--- src/rtl/assert_macros.svh ---
// ----------------------------------------------------------------------------
// Assertion macros
// Shared concurrent assertion forms for the rebinner RTL.
// ----------------------------------------------------------------------------
`ifndef ASSERT_MACROS_SVH
`define ASSERT_MACROS_SVH

// The consequent must hold in the same cycle as the antecedent.
`define ASSERT_IMPL(label, clk, rst_n, ante, cons, msg) \
    label: assert property (@(posedge clk) disable iff (!rst_n) (ante) |-> (cons)) \
        else $error(msg);

// The condition must hold at every clock edge outside reset.
`define ASSERT_ALWAYS(label, clk, rst_n, cond, msg) \
    label: assert property (@(posedge clk) disable iff (!rst_n) (cond)) \
        else $error(msg);

`endif

--- src/rtl/lir_pkg.sv ---
// ----------------------------------------------------------------------------
// Rebinner package
// Shared widths, request codes and types for the linear interpolation rebinner.
// ----------------------------------------------------------------------------
package lir_pkg;

    // Q16.16 data width of energies, fluxes and results.
    localparam int DATA_W = 32;
    // Width of the unsigned product of two magnitudes.
    localparam int PROD_W = 2 * DATA_W;
    // Quotient bits produced by the divider; larger quotients are overflow.
    localparam int QUO_W = 34;

    // Request codes on the action field.
    localparam logic [1:0] ACT_CLEAR      = 2'd0;
    localparam logic [1:0] ACT_APPEND     = 2'd1;
    localparam logic [1:0] ACT_FIRST_EDGE = 2'd2;
    localparam logic [1:0] ACT_NEXT_EDGE  = 2'd3;

    // Signed 32-bit limits.
    localparam logic [DATA_W-1:0] INT32_MAX = 32'h7FFF_FFFF;
    localparam logic [DATA_W-1:0] INT32_MIN = 32'h8000_0000;

    // Quotients above this are saturated directly to a signed 32-bit limit.
    localparam logic [QUO_W-1:0] QUO_LIMIT = 34'h2_0000_0000;

    // Divider status back to the sequencer.
    typedef struct packed {
        logic done;
        logic overflow;
    } lir_div_status_t;

endpackage

--- src/rtl/lir_div.sv ---
// ----------------------------------------------------------------------------
// Iterative divider
// Restoring divider, one quotient bit per cycle, for a 64-bit dividend and a
// nonzero 32-bit divisor; flags quotients too large for its quotient width.
// ----------------------------------------------------------------------------
module lir_div (
    input  logic                             aclk,
    input  logic                             aresetn,
    input  logic                             start,
    input  logic [lir_pkg::PROD_W-1:0]       dividend,
    input  logic [lir_pkg::DATA_W-1:0]       divisor,
    output logic [lir_pkg::QUO_W-1:0]        quotient,
    output lir_pkg::lir_div_status_t         status
);
    import lir_pkg::*;

    localparam int CNT_W  = $clog2(QUO_W);

    logic                busy_reg,  busy_next;
    logic                done_reg,  done_next;
    logic                ovf_reg,   ovf_next;
    logic [CNT_W-1:0]    cnt_reg,   cnt_next;
    logic [DATA_W-1:0]   rem_reg,   rem_next;
    logic [QUO_W-1:0]    shift_reg, shift_next;

    logic [DATA_W-1:0]   high_part;
    logic [DATA_W:0]     trial;
    logic                trial_ge;
    logic [DATA_W:0]     trial_sub;

    // The upper dividend bits seed the remainder; if they already reach the
    // divisor the quotient cannot fit.
    assign high_part = DATA_W'(dividend[PROD_W-1:QUO_W]);
    assign trial     = {rem_reg, shift_reg[QUO_W-1]};
    assign trial_ge  = trial >= {1'b0, divisor};
    assign trial_sub = trial - {1'b0, divisor};

    // Sequencing of one division.
    always_comb begin
        busy_next  = busy_reg;
        done_next  = 1'b0;
        ovf_next   = ovf_reg;
        cnt_next   = cnt_reg;
        rem_next   = rem_reg;
        shift_next = shift_reg;
        if (start) begin
            ovf_next   = high_part >= divisor;
            rem_next   = high_part;
            shift_next = dividend[QUO_W-1:0];
            cnt_next   = '0;
            if (high_part >= divisor) begin
                done_next = 1'b1;
                busy_next = 1'b0;
            end else begin
                busy_next = 1'b1;
            end
        end else if (busy_reg) begin
            rem_next   = trial_ge ? trial_sub[DATA_W-1:0] : trial[DATA_W-1:0];
            shift_next = {shift_reg[QUO_W-2:0], trial_ge};
            cnt_next   = cnt_reg + CNT_W'(1);
            if (cnt_reg == CNT_W'(QUO_W - 1)) begin
                busy_next = 1'b0;
                done_next = 1'b1;
            end
        end
    end

    // Control state.
    always_ff @(posedge aclk) begin
        if (!aresetn) begin
            busy_reg <= 1'b0;
            done_reg <= 1'b0;
            cnt_reg  <= '0;
        end else begin
            busy_reg <= busy_next;
            done_reg <= done_next;
            cnt_reg  <= cnt_next;
        end
    end

    // Datapath state.
    always_ff @(posedge aclk) begin
        ovf_reg   <= ovf_next;
        rem_reg   <= rem_next;
        shift_reg <= shift_next;
    end

    assign quotient        = shift_reg;
    assign status.done     = done_reg;
    assign status.overflow = ovf_reg;

endmodule

--- config.mk ---
export PLATFORM = sky130hd
export DESIGN_NAME = lir_div
export DESIGN_NICKNAME = d
export VERILOG_FILES = /design/src/rtl/assert_macros.svh /design/src/rtl/lir_pkg.sv /design/src/rtl/lir_div.sv
export SDC_FILE = /design/constraint.sdc
export NUM_CORES = 1
export LEC_CHECK = 0
export BUFFER_PORTS_ARGS = -buffer_cell sky130_fd_sc_hd__buf_2
export CORE_AREA = 5 5 138 140
export DETAILED_ROUTE_END_ITERATION = 8
export DIE_AREA = 0 0 143 145
export GPL_ROUTABILITY_DRIVEN = 0
export GPL_TIMING_DRIVEN = 0
export SYNTH_ARGS = -nofsm -noshare
export SYNTH_HDL_FRONTEND = slang
export SYNTH_SLANG_ARGS = --single-unit
--- constraint.sdc ---
create_clock -name aclk -period 3.2 [get_ports aclk]
set_input_delay 0.48 -clock aclk [delete_from_list [all_inputs] [get_ports aclk]]
set_output_delay 0.48 -clock aclk [all_outputs]
set_load 0.01 [all_outputs]
* Yosys cells after proc, flatten, opt, wreduce, memory -nomap -nowiden *
Cells that the tools add are included.

operators by class
  add/sub/neg operators = 2
  bitwise logic cells = 1
  eq/ne operators = 1
  muxes and demuxes = 13
  magnitude comparators = 2
  reductions and logical operators = 2

operator list
  kind                   number
  $mux W34               2
  $mux W30               2
  $ge A33 B32 Y1         1
  $ge A30 B32 Y1         1
  $mux W32               1
  $sub A32 B32 Y32       1
  $mux W1                8
  $add A6 B1 Y6 const B  1
  $eq A6 B6 Y1 const B   1
  $reduce_bool A2 Y1     1
  $reduce_or A2 Y1       1
  $not A1 Y1             1

word-level totals
  word-level logic and storage cells = 28
  output and inout bits = 36
  input port bits = 99
  register bits = 75

* Depth between registers and ports, before layout *
Gate-level depths: netlist (run 1).

  depth after elaboration = 4
  mapped depth = 13
  depth with buffers taken out = 13

* Worst setup path after synthesis (run 1) *
No wires, ideal clock.

  path type = input port to flip-flop
  start = in divisor[26] in the netlist's numbering
  end = reg rem_reg[12], data pin
  stages on the path = 12
  data arrival time = 2.907 ns
  setup time = 0.260 ns
  buffers on the path = 1
  setup slack = 0.033 ns
  required time = 2.940 ns
  cell sequence = inv_1 -> ha_1 -> buf_2 -> a21o_1 -> a21o_1 -> a21oi_2 -> o21bai_1 -> and2_1 -> or4_4 -> o32ai_4 -> mux2_2 -> mux2_2

on the way
  word-level cells in the longest chain between the ends = 4

RTL lines
  element                 line           source
  start: declaration      lir_div.sv:11  input logic [lir_pkg::DATA_W-1:0] divisor,
  $ge A33 B32 Y1          lir_div.sv:35  assign trial_ge = trial >= {1'b0, divisor};
  $mux W32                lir_div.sv:58  rem_next = trial_ge ? trial_sub[DATA_W-1:0] : trial[DATA_W-1:0];
  $mux W30                lir_div.sv:57  end else if (busy_reg) begin
  $mux W30                lir_div.sv:46  if (start) begin
  named net rem_next[12]  lir_div.sv:23  logic [DATA_W-1:0] rem_reg, rem_next;
  end signal: assignment  lir_div.sv:84  rem_reg <= rem_next;
  end: declaration        lir_div.sv:23

The timed path passes the listed nets, and every way through them passes these cells. The select of a mux whose other input is x is not followed.
A chain may end at the register's enable or synchronous reset.

* Worst setup path in the final report (run 1) *
  start = reg rem_reg[16]
  end = reg rem_reg[12], data pin

on the way
  word-level cells in the longest chain between the ends = 4

RTL lines
  element                 line
  $ge A33 B32 Y1          lir_div.sv:35
  $mux W32                lir_div.sv:58
  $mux W30                lir_div.sv:57
  $mux W30                lir_div.sv:46
  named net rem_next[12]  lir_div.sv:23

The timed path passes the listed nets, and every way through them passes these cells. The select of a mux whose other input is x is not followed.

==> results of run 1 <==
==> power by group through the flow <==
| stage | clock network (uW) | logic, uW | registers, uW |
|---|---|---|---|
| global route | 1160 | 2020 | 1350 |
| global placement | 0 | 1610 | 1350 |
| CTS | 1110 | 1710 | 1330 |
| detailed placement | 0 | 1630 | 1350 |
| finish | 1080 | 1840 | 1330 |
| floorplan | 0 | 1160 | 1350 |
==> layer usage <==
layer	up-vias	track usage [%]	share of wire (%)
met5	-	0	0
met2	133	27.3	48
met4	0	6.04	2.5
met3	26	4.05	5.7
li1	2615	-	-
met1	2472	22.6	44
==> critical path: stages (launching register included) <==
cell and delay (ns):
sky130_fd_sc_hd__edfxtp_1 0.43, sky130_fd_sc_hd__ha_4 0.32, sky130_fd_sc_hd__and2_4 0.17, sky130_fd_sc_hd__nand3_1 0.10, sky130_fd_sc_hd__or4_4 0.50, sky130_fd_sc_hd__o211ai_2 0.24, sky130_fd_sc_hd__o21a_1 0.27, sky130_fd_sc_hd__o32ai_4 0.15
sky130_fd_sc_hd__buf_12 0.17, sky130_fd_sc_hd__mux2_4 0.29, sky130_fd_sc_hd__mux2_2 0.26
==> cells in the final DEF, fill, tap and decap left out, types with 11 or more instances in the layout <==
cell type	netlist	routed
sky130_fd_sc_hd__ha_1	64	56
sky130_fd_sc_hd__nand3b_1	14	14
sky130_fd_sc_hd__o21ai_0	20	19
sky130_fd_sc_hd__mux2_2	39	37
sky130_fd_sc_hd__xnor2_1	17	17
sky130_fd_sc_hd__edfxtp_1	65	65
sky130_fd_sc_hd__mux2i_1	12	12
sky130_fd_sc_hd__nor3_1	11	11
sky130_fd_sc_hd__buf_2	3	138
sky130_fd_sc_hd__nor2b_1	12	12
sky130_fd_sc_hd__clkbuf_1	22	16
sky130_fd_sc_hd__a21o_1	21	21
sky130_fd_sc_hd__inv_1	45	45
sky130_fd_sc_hd__nand2_1	41	40
sky130_fd_sc_hd__xor2_1	13	13
sky130_fd_sc_hd__nor2_1	34	33
sky130_fd_sc_hd__nand4_1	12	12
sky130_fd_sc_hd__a21oi_1	40	39
==> worst paths after layout <==
| check | cells after the start | endpoint | start | slack [ns] |
|---|---|---|---|---|
| max | 10 | rem_reg[12] | rem_reg[16] | 0.02 |
| min | 1 | ovf_reg | start | 0.35 |
| max reg2reg | 10 | rem_reg[12] | rem_reg[16] | 0.02 |
| min reg2reg | 2 | cnt_reg[5] | cnt_reg[5] | 0.50 |
==> kinds of logic (layout without fill, tap and decap cells) <==
logic type,after synthesis,in the layout,synth area share [%]
flip-flops,75,75,35.7
AO/OA/AOI/OAI,162,162,18.7
XOR/XNOR,30,30,4.36
multiplexers,51,51,9.28
buffers and inverters,74,228,5.04
AND/OR/NAND/NOR,157,157,13.3
adder cells (fa/ha/maj),65,65,13.6
other,0,1,0
==> stage by stage <==
step	hold slack, ns	power, uW	util [%]
3_5_place_dp	0.487	2970	39.6
5_1_grt	0.336	4530	42.7
6_report	0.348	4260	42.7
3_3_place_gp	0.474	2960	39.4
4_1_cts	0.337	4150	41.8
2_1_floorplan	0.453	2520	-
==> repair_timing <==
action,4_1_cts,5_1_grt
buffers inserted,3,3
hold endpoints to repair,0,0
gates cloned,0,1
setup endpoints to repair,30,30
resized for setup,14,38
pin swaps,2,11
==> final cells by class <==
type                            instances  area (um^2)  area share, %
Multi-Input combinational cell        465         3740           49.5
Inverter                               45          169           2.23
Antenna cell                            1         2.50         0.0331
Buffer                                 25          126           1.67
Tap cell                              229          287           3.79
Sequential cell                        75         2150           28.4
Clock inverter                          6         73.8          0.976
Clock buffer                           10          239           3.16
Timing Repair Buffer                  142          773           10.2
==> results.json, run 1 <==
{
  "status": "completed",
  "finalMaxSlewViolations": 0,
  "switching_share_pct": 36.3,
  "place_inst": 978,
  "ys_ff_latch": 75,
  "finalCriticalPeriod_ns": 3.18,
  "slew-limit-headroom_pct": 47.4,
  "synth.avg_cell_area_um2": 9.82,
  "placed_area_um2": 7010,
  "drc_errors": 0,
  "finalHoldViolCount": 0,
  "die_w_um": 143,
  "grt_antenna_before_repair": 1,
  "timing.critical_path.to_type": "flip-flop",
  "final_non_filler_cell_total": 998,
  "timing_worst_slew_pin_value_ns": 0.789,
  "top_count_cell_post_synth": "sky130_fd_sc_hd__edfxtp_1",
  "antenna_left": 0,
  "drt_iter0_markers": 348,
  "wl_per_cell_um": 17.8,
  "number_of_enable_type_register_cells_in_the_synthesized_netlist": 65,
  "power_switching_uw": 1550,
  "grt_pass1_vias": 5431,
  "worst_case_setup_margin_in_the_final_layout_ns": 0.0232,
  "design.core.area_um2": 17700,
  "yosysWarningCount": 0,
  "ys.flop_type": "sky130_fd_sc_hd__edfxtp_1",
  "layout.nets": 927,
  "row_count": 49,
  "timing.fmax_mhz": 315,
  "worstSetupPathType": "flip-flop to flip-flop",
  "synthesis.nets": 778,
  "synth.cells.most_frequent": "sky130_fd_sc_hd__edfxtp_1, sky130_fd_sc_hd__ha_1, sky130_fd_sc_hd__inv_1, sky130_fd_sc_hd__nand2_1, sky130_fd_sc_hd__a21oi_1",
  "final.fill_count": 1762,
  "drive_above_1_share_pct": 31.3,
  "die_footprint_um2": 20700,
  "largest_register_ff_count": 34,
  "area.growth.synth_to_final_pct": 25.5,
  "num_io_pins": 135,
  "clock-root-buffer": "sky130_fd_sc_hd__clkbuf_16",
  "final.period_utilization_pct": 99.3,
  "gr-total-overflow": 0,
  "detailroute.via_count": 5246,
  "synthesis.area_um2": 6030,
  "portion_of_total_power_attributed_to_the_clock_network_pct": 25.5,
  "cts-buffers-inserted": 9,
  "timing.clock.skew_ns": 0.00517,
  "power_density_nw_per_um2": 563,
  "die_y_um": 145,
  "placement.io_buffers": 134,
  "share_seq_of_total_power_pct": 31.3,
  "routed_wirelength_mm": 17.8,
  "dp_hpwl_mm": 13.4,
  "cts_buffer_depth": 2,
  "netlist-cell-type-count": 58,
  "power.leakage_uw": 0.00329,
  "ir_drop_mv": 0.297,
  "fin_tns_setup_ns": 0,
  "cp-start-kind": "flip-flop",
  "synth-async-reset-ratio_pct": 0,
  "netlist_instances": 614,
  "worstPathArrival_ns": 3.28,
  "cts_htree_levels": 3,
  "pre_cts_ws_ns": -0.505,
  "max-cap-violations": 0,
  "grt_setup_unrepaired": "yes",
  "setup-violations-final": 0,
  "synth_sequential_area_ratio_pct": 35.7,
  "clock_sinks": 75,
  "post_synth_main_area_contributors": "sky130_fd_sc_hd__edfxtp_1, sky130_fd_sc_hd__ha_1, sky130_fd_sc_hd__mux2_2",
  "combinationalPowerShare_pct": 43.2,
  "share_of_yosys_cell_area_claimed_by_the_top_area_cell_type_pct": 32.4,
  "post_cts_clock_slew_at_the_launch_and_capture_registers_of_the_worst_setup_and_hold_paths_ns": 0.06,
  "synth_top_area_cell": "sky130_fd_sc_hd__edfxtp_1",
  "fin_area_um2": 7570,
  "initial_core_util_pct": 34.0,
  "tritoncts": "yes",
  "timing.critical_path.required_ns": 3.30,
  "worst_skew_pair.late_latency_ns": 0.35,
  "grt_pass1_wl_mm": 28.1,
  "avgViaCountPerCell": 5.26,
  "global_route.usage.total_pct": 17.1,
  "postCtsHoldBufs": 0,
  "grt_max_degree": 37,
  "path_max_fanout": 5,
  "firstDrtPassIters": 5,
  "min-delay-path-class": "primary input to flip-flop",
  "internal_power_uw": 2710
}
Power figures use the tool's default switching activity.
==> inputs of run 2 (changes only) <==
- CORE_AREA: 5 5 138 140 -> 5 5 145 133
- DIE_AREA: 0 0 143 145 -> 0 0 150 138
==> run 2 against run 1 <==
Net effect:
- critical path depth increased by 2
- combinational power is 3% lower
- flip-flop and latch count did not move
- register-to-register slack lost 0.02 ns
- worst setup slack got worse by 0.021 ns
- final cell count grew 0.70%
- fmax is 0.67% lower
- first-iteration DRC count down 7.2%
- critical endpoint is now rem_reg[18]
- largest power group unchanged
==> results.json, run 2 (same netlist as run 1, synthesis figures left out) <==
{
  "dp_hpwl_mm": 13.7,
  "path_max_fanout": 9,
  "grt_pass1_vias": 5277,
  "clock_sinks": 75,
  "worstSetupPathType": "flip-flop to flip-flop",
  "fin_tns_setup_ns": 0,
  "final.period_utilization_pct": 99.9,
  "min-delay-path-class": "primary input to flip-flop",
  "cts_htree_levels": 3,
  "crit_start": "rem_reg[25]",
  "antenna_left": 0,
  "ir_drop_mv": 0.288,
  "drive_above_1_share_pct": 29.5,
  "timing.critical_path.to_type": "flip-flop",
  "cts-buffers-inserted": 9,
  "grt_max_degree": 51,
  "global_route.usage.total_pct": 17.1,
  "wl_per_cell_um": 17.7,
  "avgViaCountPerCell": 5.15,
  "gr-total-overflow": 0,
  "cp-start-kind": "flip-flop",
  "critical_path.slowest_cell": "sky130_fd_sc_hd__or4_4",
  "power_density_nw_per_um2": 555,
  "worstPathArrival_ns": 3.29,
  "mostFrequentLayoutCells": "sky130_fd_sc_hd__buf_2, sky130_fd_sc_hd__edfxtp_1, sky130_fd_sc_hd__ha_1",
  "r2r-start": "rem_reg[25]",
  "grt_pass1_wl_mm": 28.1,
  "setup-violations-final": 0,
  "whs_ns": 0.350,
  "area.growth.synth_to_final_pct": 24.0,
  "detailroute.via_count": 5173,
  "cts_buffer_depth": 2,
  "worstHoldStart": "start",
  "drc_errors": 0,
  "timing.clock.skew_ns": 0.00819,
  "layout.nets": 925,
  "placement.io_buffers": 134,
  "cpPeakStageDelay_ns": 0.43,
  "timing.fmax_mhz": 313,
  "postCtsHoldBufs": 0,
  "worst_skew_pair.late_latency_ns": 0.34,
  "finalCriticalPeriod_ns": 3.20,
  "largest_register_ff_count": 34,
  "rr_endpoint": "rem_reg[18]",
  "timing.critical_path.required_ns": 3.29,
  "cp-endpoint": "rem_reg[18]",
  "die_footprint_um2": 20700,
  "row_count": 46,
  "post_cts_clock_slew_at_the_launch_and_capture_registers_of_the_worst_setup_and_hold_paths_ns": 0.06,
  "initial_core_util_pct": 34.5,
  "die_w_um": 150,
  "crit_cells": 12,
  "rrSetupSlack_ns": 0.002,
  "die_y_um": 138,
  "placed_area_um2": 7030,
  "design.core.area_um2": 17500,
  "routed_wirelength_mm": 17.8,
  "max-cap-violations": 0,
  "num_io_pins": 135,
  "power.leakage_uw": 0.00325,
  "grt_antenna_before_repair": 0,
  "drt_iter0_markers": 323,
  "finalHoldViolCount": 0,
  "cell_type_group_with_the_largest_total_delay_on_the_critical_path": "compound AO/OA/AOI/OAI gates",
  "fin_area_um2": 7480,
  "worstPathBufferInverterCount": 2,
  "tritoncts": "yes",
  "timing_worst_slew_pin_value_ns": 0.798,
  "finalMaxSlewViolations": 0,
  "r2r_cells": 12,
  "cell_by_cell_trace_of_the_critical_path": "ha_1 > buf_6 > a21o_1 > a21o_1 > a21oi_2 > o21bai_1 > and2_1 > or4_4 > o32ai_4 > buf_12 > mux2_2 > mux2_2",
  "status": "completed",
  "antenna-diode-count": 0,
  "firstDrtPassIters": 5,
  "clock-root-buffer": "sky130_fd_sc_hd__clkbuf_16",
  "slew-limit-headroom_pct": 46.8,
  "leading_cell_type_in_the_layout_fill_and_taps_excluded": "sky130_fd_sc_hd__buf_2",
  "grt_setup_unrepaired": "yes"
}
==> run 2: cell types whose count changed in the layout (fill, tap and decap cells not counted), sizes merged <==
cell	delta
buf	-1
clkbuf	-2
clkinv	-1
clkinvlp	+1
diode	-1
==> run 2: stage by stage <==
| stage | setup slack (ns) | cells | total power (uW) | utilization (%) |
|---|---|---|---|---|
| floorplan | 0.0327 | 614 | 2520 | - |
| global placement | -0.519 | 988 | 2970 | 40.0 |
| detailed placement | -0.516 | 989 | 2980 | 40.2 |
| CTS | -0.00871 | 1001 | 4090 | 42.1 |
| global route | -0.0953 | 1005 | 4410 | 42.7 |
| finish | 0.00173 | 1005 | 4150 | 42.7 |
==> run 2: timing repair <==
item	in CTS	in global routing
pin swaps	1	4
endpoints found under the setup margin	30	30
buffers inserted	1	4
resized for setup	13	26
==> run 2: worst min path at each step <==
| stage | cells after the start | endpoint |
|---|---|---|
| finish | 1 | ovf_reg |
| global route | 1 | ovf_reg |
| CTS | 1 | ovf_reg |
| detailed placement | 2 | cnt_reg[5] |
| global placement | 2 | cnt_reg[5] |
| floorplan | 2 | cnt_reg[5] |
==> run 2: worst register-to-register path, cell delays in order (launching register included) <==
cell and delay [ns]:
sky130_fd_sc_hd__edfxtp_1 0.39, sky130_fd_sc_hd__ha_1 0.30, sky130_fd_sc_hd__buf_6 0.14, sky130_fd_sc_hd__a21o_1 0.17
sky130_fd_sc_hd__a21o_1 0.18, sky130_fd_sc_hd__a21oi_2 0.16, sky130_fd_sc_hd__o21bai_1 0.09, sky130_fd_sc_hd__and2_1 0.17
sky130_fd_sc_hd__or4_4 0.43, sky130_fd_sc_hd__o32ai_4 0.16, sky130_fd_sc_hd__buf_12 0.18, sky130_fd_sc_hd__mux2_2 0.33
sky130_fd_sc_hd__mux2_2 0.25
==> run 2: layer usage <==
metal,global-route usage [%],part of all wire (%),routed length [um]
met1,23.3,48,8470
met5,0,0,0
met2,27.6,47,8340
met4,5.44,2.0,358
met3,2.78,3.3,582
==> run 2: area by class of cell <==
type / count / area, um^2
plain buffers: 25 / 134
clock buffers: 9 / 225
clock inverters: 6 / 65.1
fillers: 1752 / 10000
inverters: 45 / 169
multi-input cells: 465 / 3680
flip-flops and latches: 75 / 2150
well taps: 240 / 300
repair buffers: 140 / 748
==> run 2: where the power goes <==
part	internal (uW)	switching (uW)
clock network	600	431
logic	792	995
registers	1250	80.4
==> inputs of run 3 (changes only) <==
- ABC_AREA: not set -> 1
- CORE_AREA: 5 5 145 133 -> 5 5 155 142
- DIE_AREA: 0 0 150 138 -> 0 0 160 147
- SETUP_SLACK_MARGIN: not set -> 0.15
==> run 3 against run 2 <==
Net effect:
- worst hold slack got worse by 0.014 ns
- critical path depth increased by 1
- utilization decreased by 2.0 points
- register-to-register slack improved by 0.67 ns
- die area increased by 14%
- critical path type unchanged
- critical endpoint is now rem_reg[23]
==> results.json, run 3 <==
{
  "status": "completed",
  "setup-violations-final": 0,
  "synthesis.nets": 1227,
  "path_max_fanout": 10,
  "grt_setup_unrepaired": "no",
  "routed.top_layer": "met4",
  "power.leakage_uw": 0.00456,
  "postCtsHoldBufs": 0,
  "largest_register_ff_count": 34,
  "met3RoutedLength_mm": 1.06,
  "initial_core_util_pct": 34.3,
  "global_route.usage.total_pct": 17.0,
  "detailroute.via_count": 6783,
  "yosysWarningCount": 0,
  "cts_buffer_depth": 2,
  "layout.nets": 1372,
  "mostFrequentLayoutCells": "sky130_fd_sc_hd__nand2_1, sky130_fd_sc_hd__inv_1, sky130_fd_sc_hd__buf_2",
  "dp_hpwl_mm": 16.1,
  "number_of_enable_type_register_cells_in_the_synthesized_netlist": 65,
  "cp-start-kind": "flip-flop",
  "post_cts_clock_slew_at_the_launch_and_capture_registers_of_the_worst_setup_and_hold_paths_ns": 0.07,
  "finalCriticalPeriod_ns": 2.53,
  "worst_case_setup_margin_in_the_final_layout_ns": 0.668,
  "timing.clock.skew_ns": 0.0107,
  "clock-root-buffer": "sky130_fd_sc_hd__clkbuf_16",
  "timing.critical_path.to_type": "flip-flop",
  "synth.cells.most_frequent": "sky130_fd_sc_hd__nand2_1, sky130_fd_sc_hd__inv_1, sky130_fd_sc_hd__edfxtp_1, sky130_fd_sc_hd__ha_1, sky130_fd_sc_hd__nand3_1",
  "pre_cts_ws_ns": 0.455,
  "timing_worst_slew_pin_value_ns": 0.858,
  "firstDrtPassIters": 5,
  "power_density_nw_per_um2": 516,
  "antenna_left": 0,
  "antenna-diode-count": 0,
  "die_footprint_um2": 23500,
  "finalHoldViolCount": 0,
  "cts-buffers-inserted": 9,
  "cts_htree_levels": 3,
  "grt_antenna_before_repair": 0,
  "worstSetupPathType": "flip-flop to flip-flop",
  "leading_cell_type_in_the_layout_fill_and_taps_excluded": "sky130_fd_sc_hd__nand2_1",
  "worst_skew_pair.late_latency_ns": 0.35,
  "placed_area_um2": 7980,
  "avgViaCountPerCell": 4.60,
  "final.period_utilization_pct": 79.1,
  "routed_wirelength_mm": 19.8,
  "ir_drop_mv": 0.276,
  "row_count": 50,
  "routedLengthMet1_mm": 9.88,
  "grt_max_degree": 66,
  "synth.avg_cell_area_um2": 6.56,
  "cts_repair_resized_insts": 0,
  "grt_pass1_vias": 6769,
  "area.growth.synth_to_final_pct": 18.6,
  "synth_sequential_area_ratio_pct": 30.8,
  "routed-wl-met2_mm": 8.56,
  "synth-async-reset-ratio_pct": 0,
  "finalMaxSlewViolations": 0,
  "ys.flop_type": "sky130_fd_sc_hd__edfxtp_1",
  "gr-total-overflow": 0,
  "synthesis.area_um2": 6980,
  "number_of_setup_buffers_added_after_cts": 0,
  "placement.io_buffers": 134,
  "timing.fmax_mhz": 395,
  "drive_above_1_share_pct": 15.1,
  "min-delay-path-class": "primary input to flip-flop",
  "max-cap-violations": 0,
  "top_count_cell_post_synth": "sky130_fd_sc_hd__nand2_1",
  "netlist-cell-type-count": 34,
  "num_io_pins": 135,
  "grt_pass1_wl_mm": 32.8,
  "worstPathArrival_ns": 2.65,
  "die_y_um": 147,
  "ys_ff_latch": 75,
  "post_synth_main_area_contributors": "sky130_fd_sc_hd__edfxtp_1, sky130_fd_sc_hd__nand2_1, sky130_fd_sc_hd__ha_1",
  "timing.critical_path.required_ns": 3.31,
  "share_of_yosys_cell_area_claimed_by_the_top_area_cell_type_pct": 28.0,
  "wl_per_cell_um": 13.4,
  "design.core.area_um2": 20300,
  "tritoncts": "yes",
  "die_w_um": 160,
  "synth_top_area_cell": "sky130_fd_sc_hd__edfxtp_1",
  "clock_sinks": 75,
  "slew-limit-headroom_pct": 42.8,
  "netlist_instances": 1063,
  "drc_errors": 0,
  "fin_area_um2": 8280,
  "drt_iter0_markers": 331
}
-- run 3: changes by cell type after synthesis, moves of 14 or more --
cell / before / now
sky130_fd_sc_hd__nand2_1: 41 / 474
sky130_fd_sc_hd__nor2_1: 34 / 52
sky130_fd_sc_hd__inv_1: 45 / 161
sky130_fd_sc_hd__a21o_1: 21 / 1
sky130_fd_sc_hd__o311ai_0: 14 / 0
sky130_fd_sc_hd__nand3_1: 9 / 58
sky130_fd_sc_hd__nand3b_1: 14 / 42
sky130_fd_sc_hd__mux2_2: 39 / 0
-- run 3: area by class of cell --
cell class	count	area, um^2
fillers	2210	12100
multi-input cells	796	4060
flip-flops and latches	75	2150
repair buffers	134	671
inverters	164	618
well taps	260	325
clock buffers	9	225
plain buffers	28	149
clock inverters	7	73.8
-- run 3: kinds of logic (layout without fill, tap and decap cells) --
group,after synthesis,after routing,share of synthesized area [%]
xor+xnor,15,15,1.88
buf+inv,192,342,11.0
simple gates,661,661,40.3
flops,75,75,30.8
compound gates,55,55,4.23
fa+ha+maj,65,65,11.8
-- run 3: where the power goes --
group	total [uW]	internal (uW)	switching, uW
sequential	1310	1240	72.0
clock	1050	555	497
combinational	1900	712	1190
total	4270	2510	1760
-- run 3: path summary, 6_finish.rpt --
check | startpoint | endpoint | slack [ns] | cells past startpoint
worst max-delay path | rem_reg[22] | rem_reg[23] | 0.67 | 13
worst min-delay path | start | ovf_reg | 0.34 | 1
worst max register to register | rem_reg[22] | rem_reg[23] | 0.67 | 13
worst min register to register | rem_reg[31] | rem_reg[31] | 0.46 | 2
-- run 3: critical path, cell delays in order (launching register included) --
cell	delay (ns)
sky130_fd_sc_hd__edfxtp_1	0.41
sky130_fd_sc_hd__ha_1	0.41
sky130_fd_sc_hd__nand2_1	0.13
sky130_fd_sc_hd__nor2_1	0.22
sky130_fd_sc_hd__nand2_1	0.10
sky130_fd_sc_hd__nor2_1	0.22
sky130_fd_sc_hd__nand3_1	0.13
sky130_fd_sc_hd__nand3_2	0.11
sky130_fd_sc_hd__nor2_4	0.07
sky130_fd_sc_hd__nand2_4	0.11
sky130_fd_sc_hd__buf_6	0.16
sky130_fd_sc_hd__nand2_1	0.09
sky130_fd_sc_hd__nand3_1	0.07
sky130_fd_sc_hd__nand2_1	0.05
-- run 3: per-layer routing --
| metal | up-vias | track usage (%) |
|---|---|---|
| met2 | 152 | 27.6 |
| met5 | - | 0 |
| met1 | 2969 | 23.3 |
| li1 | 3635 | - |
| met4 | 0 | 4.00 |
| met3 | 27 | 3.59 |
-- run 3: through the flow --
stage               TNS [ns]  hold slack [ns]  total power, uW  util (%)  cells
finish                     0            0.336             4270      40.7   1473
global route               0            0.332             4630      40.7   1473
CTS                        0            0.326             4300      40.7   1473
detailed placement         0            0.453             3230      39.2   1457
global placement      -19.12            0.439             3210      39.2   1457
floorplan                  0            0.426             2710         -   1063
